$ cat src/cdq_pkg.sv
// ============================================================================
// cdq_pkg
// Shared sizes, codes, types and index helpers for the circular deque block.
// ============================================================================
package cdq_pkg;

    // Ring store geometry
    localparam int DEPTH      = 16;
    localparam int DATA_WIDTH = 32;
    localparam int IDX_W      = (DEPTH > 1) ? $clog2(DEPTH) : 1;
    localparam int CNT_W      = $clog2(DEPTH + 1);

    // Field widths on the ports
    localparam int CAP_W     = 5;
    localparam int CAP_RESET = 16;
    localparam int ACT_W     = 3;
    localparam int VAL_W     = 32;

    // Stream packing: fields packed from bit 0 up, padded to whole bytes
    localparam int S_FIELDS_W = ACT_W + VAL_W;
    localparam int S_TDATA_W  = ((S_FIELDS_W + 7) / 8) * 8;
    localparam int M_FIELDS_W = 1 + VAL_W + VAL_W + 1 + 1;
    localparam int M_TDATA_W  = ((M_FIELDS_W + 7) / 8) * 8;

    typedef logic [IDX_W-1:0] idx_t;
    typedef logic [CNT_W-1:0] cnt_t;

    typedef enum logic [ACT_W-1:0] {
        ACT_QUERY     = 3'd0,
        ACT_INS_FRONT = 3'd1,
        ACT_INS_REAR  = 3'd2,
        ACT_DEL_FRONT = 3'd3,
        ACT_DEL_REAR  = 3'd4
    } action_t;

    typedef enum logic [1:0] {
        ST_IDLE,
        ST_EXEC,
        ST_READ,
        ST_LOAD
    } state_t;

    // Controller to datapath
    typedef struct packed {
        logic take;   // capture the input transfer
        logic exec;   // apply the action to indices and ring store
        logic load;   // capture the result into the output register
    } cdq_cmd_t;

    // Datapath to controller
    typedef struct packed {
        logic out_busy;  // output register holds a result not yet taken
    } cdq_status_t;

    // Step an index forward, wrapping at the capacity
    function automatic idx_t idx_next(idx_t i, cnt_t cap);
        cnt_t inc;
        inc = cnt_t'(i) + cnt_t'(1);
        if (inc >= cap) begin
            return '0;
        end
        return idx_t'(inc);
    endfunction

    // Step an index backward, wrapping at the capacity
    function automatic idx_t idx_prev(idx_t i, cnt_t cap);
        if (i == '0 || cnt_t'(i) >= cap) begin
            return idx_t'(cap - cnt_t'(1));
        end
        return i - idx_t'(1);
    endfunction

endpackage

$ cat src/cdq_ram.sv
// ============================================================================
// cdq_ram
// Generic RAM: one write port, two read ports with registered read data.
// ============================================================================
module cdq_ram #(
    parameter int WIDTH = 32,
    parameter int DEPTH = 16
) (
    input  logic                                  clk,
    input  logic                                  wr_en,
    input  logic [((DEPTH > 1) ? $clog2(DEPTH) : 1)-1:0] wr_addr,
    input  logic [WIDTH-1:0]                      wr_data,
    input  logic [((DEPTH > 1) ? $clog2(DEPTH) : 1)-1:0] rd_addr_a,
    input  logic [((DEPTH > 1) ? $clog2(DEPTH) : 1)-1:0] rd_addr_b,
    output logic [WIDTH-1:0]                      rd_data_a,
    output logic [WIDTH-1:0]                      rd_data_b
);

    logic [WIDTH-1:0] mem [DEPTH];

    // Write and register both reads
    always_ff @(posedge clk) begin
        if (wr_en) begin
            mem[wr_addr] <= wr_data;
        end
        rd_data_a <= mem[rd_addr_a];
        rd_data_b <= mem[rd_addr_b];
    end

endmodule

$ cat src/cdq_ctrl.sv
// ============================================================================
// cdq_ctrl
// Sequencer: take one transfer, apply it, read the ring, load the result.
// ============================================================================
module cdq_ctrl (
    input  logic                 aclk,
    input  logic                 aresetn,
    input  logic                 s_tvalid,
    output logic                 s_tready,
    input  cdq_pkg::cdq_status_t status,
    output cdq_pkg::cdq_cmd_t    cmd
);
    import cdq_pkg::*;

    state_t state_reg;
    state_t state_next;

    // State register
    always_ff @(posedge aclk) begin
        if (!aresetn) begin
            state_reg <= ST_IDLE;
        end else begin
            state_reg <= state_next;
        end
    end

    // Next state and commands
    always_comb begin
        state_next = state_reg;
        cmd        = '0;
        s_tready   = 1'b0;
        unique case (state_reg)
            ST_IDLE: begin
                s_tready = 1'b1;
                if (s_tvalid) begin
                    cmd.take   = 1'b1;
                    state_next = ST_EXEC;
                end
            end
            ST_EXEC: begin
                cmd.exec   = 1'b1;
                state_next = ST_READ;
            end
            ST_READ: begin
                state_next = ST_LOAD;
            end
            ST_LOAD: begin
                // hold until the output register is free
                if (!status.out_busy) begin
                    cmd.load   = 1'b1;
                    state_next = ST_IDLE;
                end
            end
            default: begin
                state_next = ST_IDLE;
            end
        endcase
    end

endmodule

$ cat src/cdq_datapath.sv
// ============================================================================
// cdq_datapath
// Head/tail indices, empty flag, capacity register, ring store and the
// output register.
// ============================================================================
module cdq_datapath (
    input  logic                            aclk,
    input  logic                            aresetn,
    input  logic                            cfg_wr_en,
    input  logic [cdq_pkg::CAP_W-1:0]       cfg_wr_data,
    input  logic [cdq_pkg::S_TDATA_W-1:0]   s_tdata,
    input  cdq_pkg::cdq_cmd_t               cmd,
    output cdq_pkg::cdq_status_t            status,
    input  logic                            m_tready,
    output logic                            m_tvalid,
    output logic [cdq_pkg::M_TDATA_W-1:0]   m_tdata
);
    import cdq_pkg::*;

    // Control state
    logic [CAP_W-1:0] cap_reg;
    idx_t             head_reg, head_next;
    idx_t             tail_reg, tail_next;
    logic             empty_reg, empty_next;
    logic             ok_reg, ok_next;
    logic             m_valid_reg, m_valid_next;

    // Payload registers
    logic [ACT_W-1:0] act_reg;
    logic [VAL_W-1:0] din_reg;
    logic             out_ok_reg;
    logic [VAL_W-1:0] front_reg;
    logic [VAL_W-1:0] rear_reg;
    logic             out_empty_reg;
    logic             out_full_reg;

    cnt_t                  cap_eff;
    logic                  full_now;
    logic                  wr_en;
    idx_t                  wr_addr;
    logic [DATA_WIDTH-1:0] rd_data_a;
    logic [DATA_WIDTH-1:0] rd_data_b;

    // Clamp the capacity register into 1..DEPTH
    always_comb begin
        if (cap_reg == '0) begin
            cap_eff = cnt_t'(1);
        end else if (32'(cap_reg) > DEPTH) begin
            cap_eff = cnt_t'(DEPTH);
        end else begin
            cap_eff = cnt_t'(cap_reg);
        end
    end

    assign full_now = !empty_reg && (idx_next(tail_reg, cap_eff) == head_reg);

    // Apply one action to the indices and pick the store write
    always_comb begin
        head_next  = head_reg;
        tail_next  = tail_reg;
        empty_next = empty_reg;
        ok_next    = ok_reg;
        wr_en      = 1'b0;
        wr_addr    = head_reg;
        if (cmd.exec) begin
            ok_next = 1'b0;
            unique case (act_reg)
                ACT_QUERY: begin
                    ok_next = 1'b1;
                end
                ACT_INS_FRONT: begin
                    if (!full_now) begin
                        if (empty_reg) begin
                            head_next  = '0;
                            tail_next  = '0;
                            empty_next = 1'b0;
                        end else begin
                            head_next = idx_prev(head_reg, cap_eff);
                        end
                        wr_en   = 1'b1;
                        wr_addr = head_next;
                        ok_next = 1'b1;
                    end
                end
                ACT_INS_REAR: begin
                    if (!full_now) begin
                        if (empty_reg) begin
                            head_next  = '0;
                            tail_next  = '0;
                            empty_next = 1'b0;
                        end else begin
                            tail_next = idx_next(tail_reg, cap_eff);
                        end
                        wr_en   = 1'b1;
                        wr_addr = tail_next;
                        ok_next = 1'b1;
                    end
                end
                ACT_DEL_FRONT: begin
                    if (!empty_reg) begin
                        if (head_reg == tail_reg) begin
                            head_next  = '0;
                            tail_next  = '0;
                            empty_next = 1'b1;
                        end else begin
                            head_next = idx_next(head_reg, cap_eff);
                        end
                        ok_next = 1'b1;
                    end
                end
                ACT_DEL_REAR: begin
                    if (!empty_reg) begin
                        if (head_reg == tail_reg) begin
                            head_next  = '0;
                            tail_next  = '0;
                            empty_next = 1'b1;
                        end else begin
                            tail_next = idx_prev(tail_reg, cap_eff);
                        end
                        ok_next = 1'b1;
                    end
                end
                default: begin
                    ok_next = 1'b0;
                end
            endcase
        end
    end

    // Output valid: set on load, drop once the transfer completes
    always_comb begin
        m_valid_next = m_valid_reg;
        if (m_valid_reg && m_tready) begin
            m_valid_next = 1'b0;
        end
        if (cmd.load) begin
            m_valid_next = 1'b1;
        end
    end

    // Control registers; a capacity write empties the deque
    always_ff @(posedge aclk) begin
        if (!aresetn) begin
            cap_reg     <= CAP_W'(CAP_RESET);
            head_reg    <= '0;
            tail_reg    <= '0;
            empty_reg   <= 1'b1;
            ok_reg      <= 1'b0;
            m_valid_reg <= 1'b0;
        end else begin
            ok_reg      <= ok_next;
            m_valid_reg <= m_valid_next;
            if (cfg_wr_en) begin
                cap_reg   <= cfg_wr_data;
                head_reg  <= '0;
                tail_reg  <= '0;
                empty_reg <= 1'b1;
            end else begin
                head_reg  <= head_next;
                tail_reg  <= tail_next;
                empty_reg <= empty_next;
            end
        end
    end

    // Capture the input transfer and the result
    always_ff @(posedge aclk) begin
        if (cmd.take) begin
            act_reg <= s_tdata[ACT_W-1:0];
            din_reg <= s_tdata[ACT_W +: VAL_W];
        end
        if (cmd.load) begin
            out_ok_reg    <= ok_reg;
            front_reg     <= empty_reg ? '1 : VAL_W'(rd_data_a);
            rear_reg      <= empty_reg ? '1 : VAL_W'(rd_data_b);
            out_empty_reg <= empty_reg;
            out_full_reg  <= full_now;
        end
    end

    // Ring store, read at the head and the tail
    cdq_ram #(
        .WIDTH (DATA_WIDTH),
        .DEPTH (DEPTH)
    ) u_ring (
        .clk       (aclk),
        .wr_en     (wr_en),
        .wr_addr   (wr_addr),
        .wr_data   (DATA_WIDTH'(din_reg)),
        .rd_addr_a (head_reg),
        .rd_addr_b (tail_reg),
        .rd_data_a (rd_data_a),
        .rd_data_b (rd_data_b)
    );

    assign status.out_busy = m_valid_reg && !m_tready;
    assign m_tvalid        = m_valid_reg;
    assign m_tdata = {{(M_TDATA_W - M_FIELDS_W){1'b0}}, out_full_reg, out_empty_reg,
                      rear_reg, front_reg, out_ok_reg};

endmodule

$ cat src/circular_deque_unit.sv
// ============================================================================
// circular_deque_unit
// Double-ended queue over a ring store with a programmable capacity.
// ============================================================================
// Each input transfer carries an action (query, insert front, insert rear,
// delete front, delete rear) and a value, and yields exactly one result
// transfer: the success flag, the front and rear values after the action
// (all ones when the deque is empty) and the empty and full flags. One item
// is handled at a time, in steps: take, update indices and write the ring,
// registered ring read at head and tail, load the output register. The
// result load is held while the previous result still waits. The registered
// read of the ring store must follow the write. A new item is taken while
// the previous result still waits in the output register. Writing the
// capacity register (0 acts as 1, values above the ring depth act as the
// depth) empties the deque; it is to be written only while the block is
// idle. No clearing pass follows reset: only entries between head and tail
// are ever read.
module circular_deque_unit (
    input  logic                            aclk,
    input  logic                            aresetn,
    input  logic                            cfg_wr_en,
    input  logic [cdq_pkg::CAP_W-1:0]       cfg_wr_data,   // capacity
    input  logic                            s_tvalid,
    output logic                            s_tready,
    // [2:0] action, [34:3] data_in, [39:35] zero
    input  logic [cdq_pkg::S_TDATA_W-1:0]   s_tdata,
    output logic                            m_tvalid,
    input  logic                            m_tready,
    // [0] accepted, [32:1] front_value, [64:33] rear_value,
    // [65] is_empty, [66] is_full, [71:67] zero
    output logic [cdq_pkg::M_TDATA_W-1:0]   m_tdata
);
    import cdq_pkg::*;

    cdq_cmd_t    cmd;
    cdq_status_t status;

    cdq_ctrl u_ctrl (
        .aclk     (aclk),
        .aresetn  (aresetn),
        .s_tvalid (s_tvalid),
        .s_tready (s_tready),
        .status   (status),
        .cmd      (cmd)
    );

    cdq_datapath u_datapath (
        .aclk        (aclk),
        .aresetn     (aresetn),
        .cfg_wr_en   (cfg_wr_en),
        .cfg_wr_data (cfg_wr_data),
        .s_tdata     (s_tdata),
        .cmd         (cmd),
        .status      (status),
        .m_tready    (m_tready),
        .m_tvalid    (m_tvalid),
        .m_tdata     (m_tdata)
    );

`ifndef SYNTHESIS
    // One item in flight: no new transfer right after one is taken
    a_one_in_flight: assert property (@(posedge aclk) disable iff (!aresetn)
        (s_tvalid && s_tready) |=> !s_tready)
        else $error("input taken while an item is in flight");

    // Empty deque reports all ones at front and rear
    a_empty_values: assert property (@(posedge aclk) disable iff (!aresetn)
        (m_tvalid && m_tdata[65]) |->
            (m_tdata[32:1] == 32'hFFFF_FFFF && m_tdata[64:33] == 32'hFFFF_FFFF))
        else $error("empty result with stored values");

    // Empty and full never hold together
    a_empty_full: assert property (@(posedge aclk) disable iff (!aresetn)
        m_tvalid |-> !(m_tdata[65] && m_tdata[66]))
        else $error("result both empty and full");

    // A result load follows each taken item
    a_load_follows: assert property (@(posedge aclk) disable iff (!aresetn)
        cmd.take |-> ##3 (u_ctrl.state_reg == ST_LOAD))
        else $error("result load did not follow the taken item");
`endif

endmodule

$ cat config.mk
export PLATFORM = sky130hd
export DESIGN_NAME = circular_deque_unit
export DESIGN_NICKNAME = d
export VERILOG_FILES = /design/src/cdq_pkg.sv /design/src/cdq_ram.sv /design/src/cdq_ctrl.sv /design/src/cdq_datapath.sv /design/src/circular_deque_unit.sv
export SDC_FILE = /design/constraint.sdc
export NUM_CORES = 1
export LEC_CHECK = 0
export BUFFER_PORTS_ARGS = -buffer_cell sky130_fd_sc_hd__buf_2
export CAP_MARGIN = 20
export CORE_UTILIZATION = 61
export CTS_CLUSTER_SIZE = 25
export DETAILED_ROUTE_END_ITERATION = 7
export PLACE_DENSITY = 0.79
export REMOVE_ABC_BUFFERS = 1
export SLEW_MARGIN = 20
export SYNTH_ARGS = -nofsm -noshare
export SYNTH_HDL_FRONTEND = slang
export SYNTH_SLANG_ARGS = --single-unit
$ cat constraint.sdc
create_clock -name aclk -period 8.05 [get_ports aclk]
set_clock_uncertainty 0.15 [all_clocks]
set_input_delay 1.61 -clock aclk [delete_from_list [all_inputs] [get_ports aclk]]
set_output_delay 1.61 -clock aclk [all_outputs]
set_load 0.01 [all_outputs]
==> results.sh <==
export IMPL_ys_seq_area_share_pct=66.7
export IMPL_hold_class="reg2reg"
export IMPL_area_growth_pct=12.3
export IMPL_required_ns=8.13
export IMPL_post_place_ws_ns=1.54
export IMPL_antenna_found_initial=1
export IMPL_grt_pass1_wl_mm=104
export IMPL_startpoint="u_datapath.tail_reg[0]"
export IMPL_drt_wl_total_mm=70.0
export IMPL_grt_setup_unrepaired="false"
export IMPL_period_needed_ns=6.29
export IMPL_violations="design-rule violations"
export IMPL_fin_nets=1661
export IMPL_routed_via_density=6.87
export IMPL_start_util_pct=61.7
export IMPL_crit_type="reg2reg"
export IMPL_maxSlewViolCount=0
export IMPL_worst_pin_slew_ns=1.04
export IMPL_slew_headroom_pct=31.0
export IMPL_hpwl_mm=35.2
export IMPL_critPathLaunchType="register"
export IMPL_synth_edff_count=614
export IMPL_r2r_start="u_datapath.tail_reg[0]"
export IMPL_whs_path_depth=0
export IMPL_grt_pass1_vias=16500
export IMPL_cts_tree="built"
export IMPL_hold_viol=0
export IMPL_status="finished, violations left"
export IMPL_endpoint="u_datapath.u_ring.mem[2][18]"
export IMPL_diodes=0
export IMPL_synth_flop_cell="edfxtp_1"
export IMPL_synth_adder_area_share_pct=1.23
export IMPL_cts_root_buf="clkbuf_16"
export IMPL_powerDensity_nw_per_um2=247
export IMPL_post_place_cells=2173
export IMPL_setup_worst_path_end_class="register"
export IMPL_grt_overflow=0
export IMPL_syn_avg_cell_area_um2=20.5
export IMPL_postLayoutSetupSlackWorst_ns=1.76
export IMPL_synth_area_um2=30100
export IMPL_largest_reg_flops=512
export IMPL_vias=15800
export IMPL_fp_coreArea_um2=48800
export IMPL_io_pins=124
export IMPL_cpPeakStageDelay_ns=1.00
export IMPL_fill_cells=2974
export IMPL_r2r_end="u_datapath.u_ring.mem[2][18]"
export IMPL_drt_pass1_iterations=7
export IMPL_synthCells=1468
export IMPL_clk_path_buf_depth=3
export IMPL_wl_per_cell_um=30.4
export IMPL_fmaxAchievable_ghz=0.159
export IMPL_cts_sinks=696
export IMPL_period_share_pct=78.1
export IMPL_synth_cell_types=65
export IMPL_h_tree_depth=3
export IMPL_synthSimpleGateAreaFrac_pct=3.63
export IMPL_instances_no_fill=2304
export IMPL_ir_drop_uv=205
export IMPL_post_cts_resize_count=0
export IMPL_synth_compound_area_share_pct=2.08
export IMPL_yosys_warnings=0
export IMPL_gp_congestion=0.856
export IMPL_grt_max_degree=110
export IMPL_p_total_mw=8.37
export IMPL_cp_max_fo=50
export IMPL_largest_register="u_datapath.u_ring.mem"
export IMPL_ys_ff_latch=696
export IMPL_worstRegToRegCells=12
export IMPL_rows=81
export IMPL_final_setup_viol_count=0
export IMPL_cts_buffers=70
export IMPL_dieArea_um2=50300
export IMPL_drive_gt1_share_pct=41.7
export IMPL_p_leak_nw=10.3
export IMPL_synth_xor_area_share_pct=0.407
export IMPL_muxShareOfSynthArea_pct=24.3
export IMPL_cts_hold_buf=0
export IMPL_min_from="u_datapath.ok_reg"
export IMPL_postCtsSetupRepairBufs=0
export IMPL_clock_latency_ns=0.61
export IMPL_critPathSlowestCell="dfxtp_4"
export IMPL_cp_arrival_ns=6.37
export IMPL_synthArstFlopShare_pct=0
export IMPL_crit_chain="inv_1 -> ha_1 -> ha_1 -> a2111oi_2 -> o21a_1 -> mux2_4 -> nor4b_4 -> a21oi_1 -> a221oi_2 -> buf_4 -> nor3b_4 -> buf_4"
export IMPL_drtAntennaViolNets=0
export IMPL_clk_pin_slew_worst_paths_ns=0.06
export IMPL_track_usage_pct=29.0
export IMPL_drc_errors=4
export IMPL_drv_cap=0
export IMPL_drt_initial_drc_count=1759
export IMPL_fp_dieW_um=224
export IMPL_die_h_um=224
export IMPL_synth_top_family_by_area="multiplexers"
export IMPL_ff2ff_setup_slack_ns=1.76
export IMPL_portBuffers=113
metrics by stage:
stage	utilization, %	hold WS (ns)	setup TNS [ns]	cell area [um2]
4_1_cts	69.2	0.294	0	33800
2_1_floorplan	-	0.259	-1917.05	29700
3_3_place_gp	64.4	0.269	0	31400
5_1_grt	69.2	0.309	0	33800
3_5_place_dp	64.4	0.280	0	31400
6_report	69.2	0.297	0	33800
cell type report:
| cell class | count | area, um2 | share of cell area [%] |
|---|---|---|---|
| Clock buffer | 94 | 1920 | 5.69 |
| Clock inverter | 35 | 415 | 1.23 |
| Inverter | 10 | 37.5 | 0.111 |
| Multi-Input combinational cell | 656 | 9660 | 28.6 |
| Sequential cell | 696 | 20100 | 59.4 |
| Tap cell | 664 | 831 | 2.46 |
| Timing Repair Buffer | 149 | 848 | 2.51 |
per-layer routing:
layer	wire length (um)	GRT usage (%)	part of all wire, %	vias to the layer above
li1	-	-	-	6404
met1	26100	38.6	37	8334
met2	34800	46.6	50	902
met3	6260	6.23	8.9	183
met4	2880	13.5	4.1	2
met5	10	0	0.014	-
critical path, delay by kind of cell (launching register included):
family          cells  cell delay, ns
buf+inv             3            1.17
mux                 1            0.32
flops               1            1.00
fa+ha+maj           2            0.85
simple gates        2            0.92
compound gates      4            1.47
how the worst min path moves through the flow:
| stage | endpoint | slack (ns) |
|---|---|---|
| final | u_datapath.out_ok_reg | 0.30 |
| after global routing | u_datapath.out_ok_reg | 0.31 |
| after CTS | u_datapath.out_ok_reg | 0.29 |
| after detailed placement | u_datapath.out_ok_reg | 0.28 |
| after global placement | u_datapath.out_ok_reg | 0.27 |
| after floorplan | u_datapath.out_ok_reg | 0.26 |
placed cells by master (no fill, tap or decap), types with 11 or more instances in the layout:
master,n
clkbuf_16,72
buf_2,113
nand2_1,18
clkbuf_1,18
a21oi_1,25
or2_2,64
nor2_1,23
ha_1,28
dfxtp_1,73
buf_4,35
edfxtp_1,614
mux4_2,320
clkinv_2,14
o21ai_0,14
nand2b_1,11
cell usage after synthesis (6+ instances only):
master,number,area [um2]
nor2_1,23,86.3
buf_4,12,90.1
inv_1,10,37.5
nor2b_1,11,68.8
nand3_1,10,50.1
buf_2,9,45.0
and2_1,6,37.5
nor3_1,17,85.1
or2_2,64,400
nand2b_1,11,68.8
o21ai_0,14,70.1
clkbuf_1,58,218
buf_1,30,113
nand2_1,18,67.6
edfxtp_1,614,18400
mux4_2,320,7210
xor2_1,9,78.8
a21oi_1,25,125
mux2i_1,9,90.1
a22oi_1,6,45.0
ha_1,28,350
dfxtp_1,82,1640
where the power goes:
group          internal, mW  switching, mW
clock network          1.95           1.36
logic                 0.247          0.319
registers              4.27          0.227
kinds of logic after synthesis:
logic type / count (synthesis)
AND/OR/NAND/NOR: 187
XOR/XNOR: 14
multiplexers: 330
flip-flops: 696
other: 1
AO/OA/AOI/OAI: 90
buffers and inverters: 120
adder cells (fa/ha/maj): 30
(Power assumes the default switching activity.)
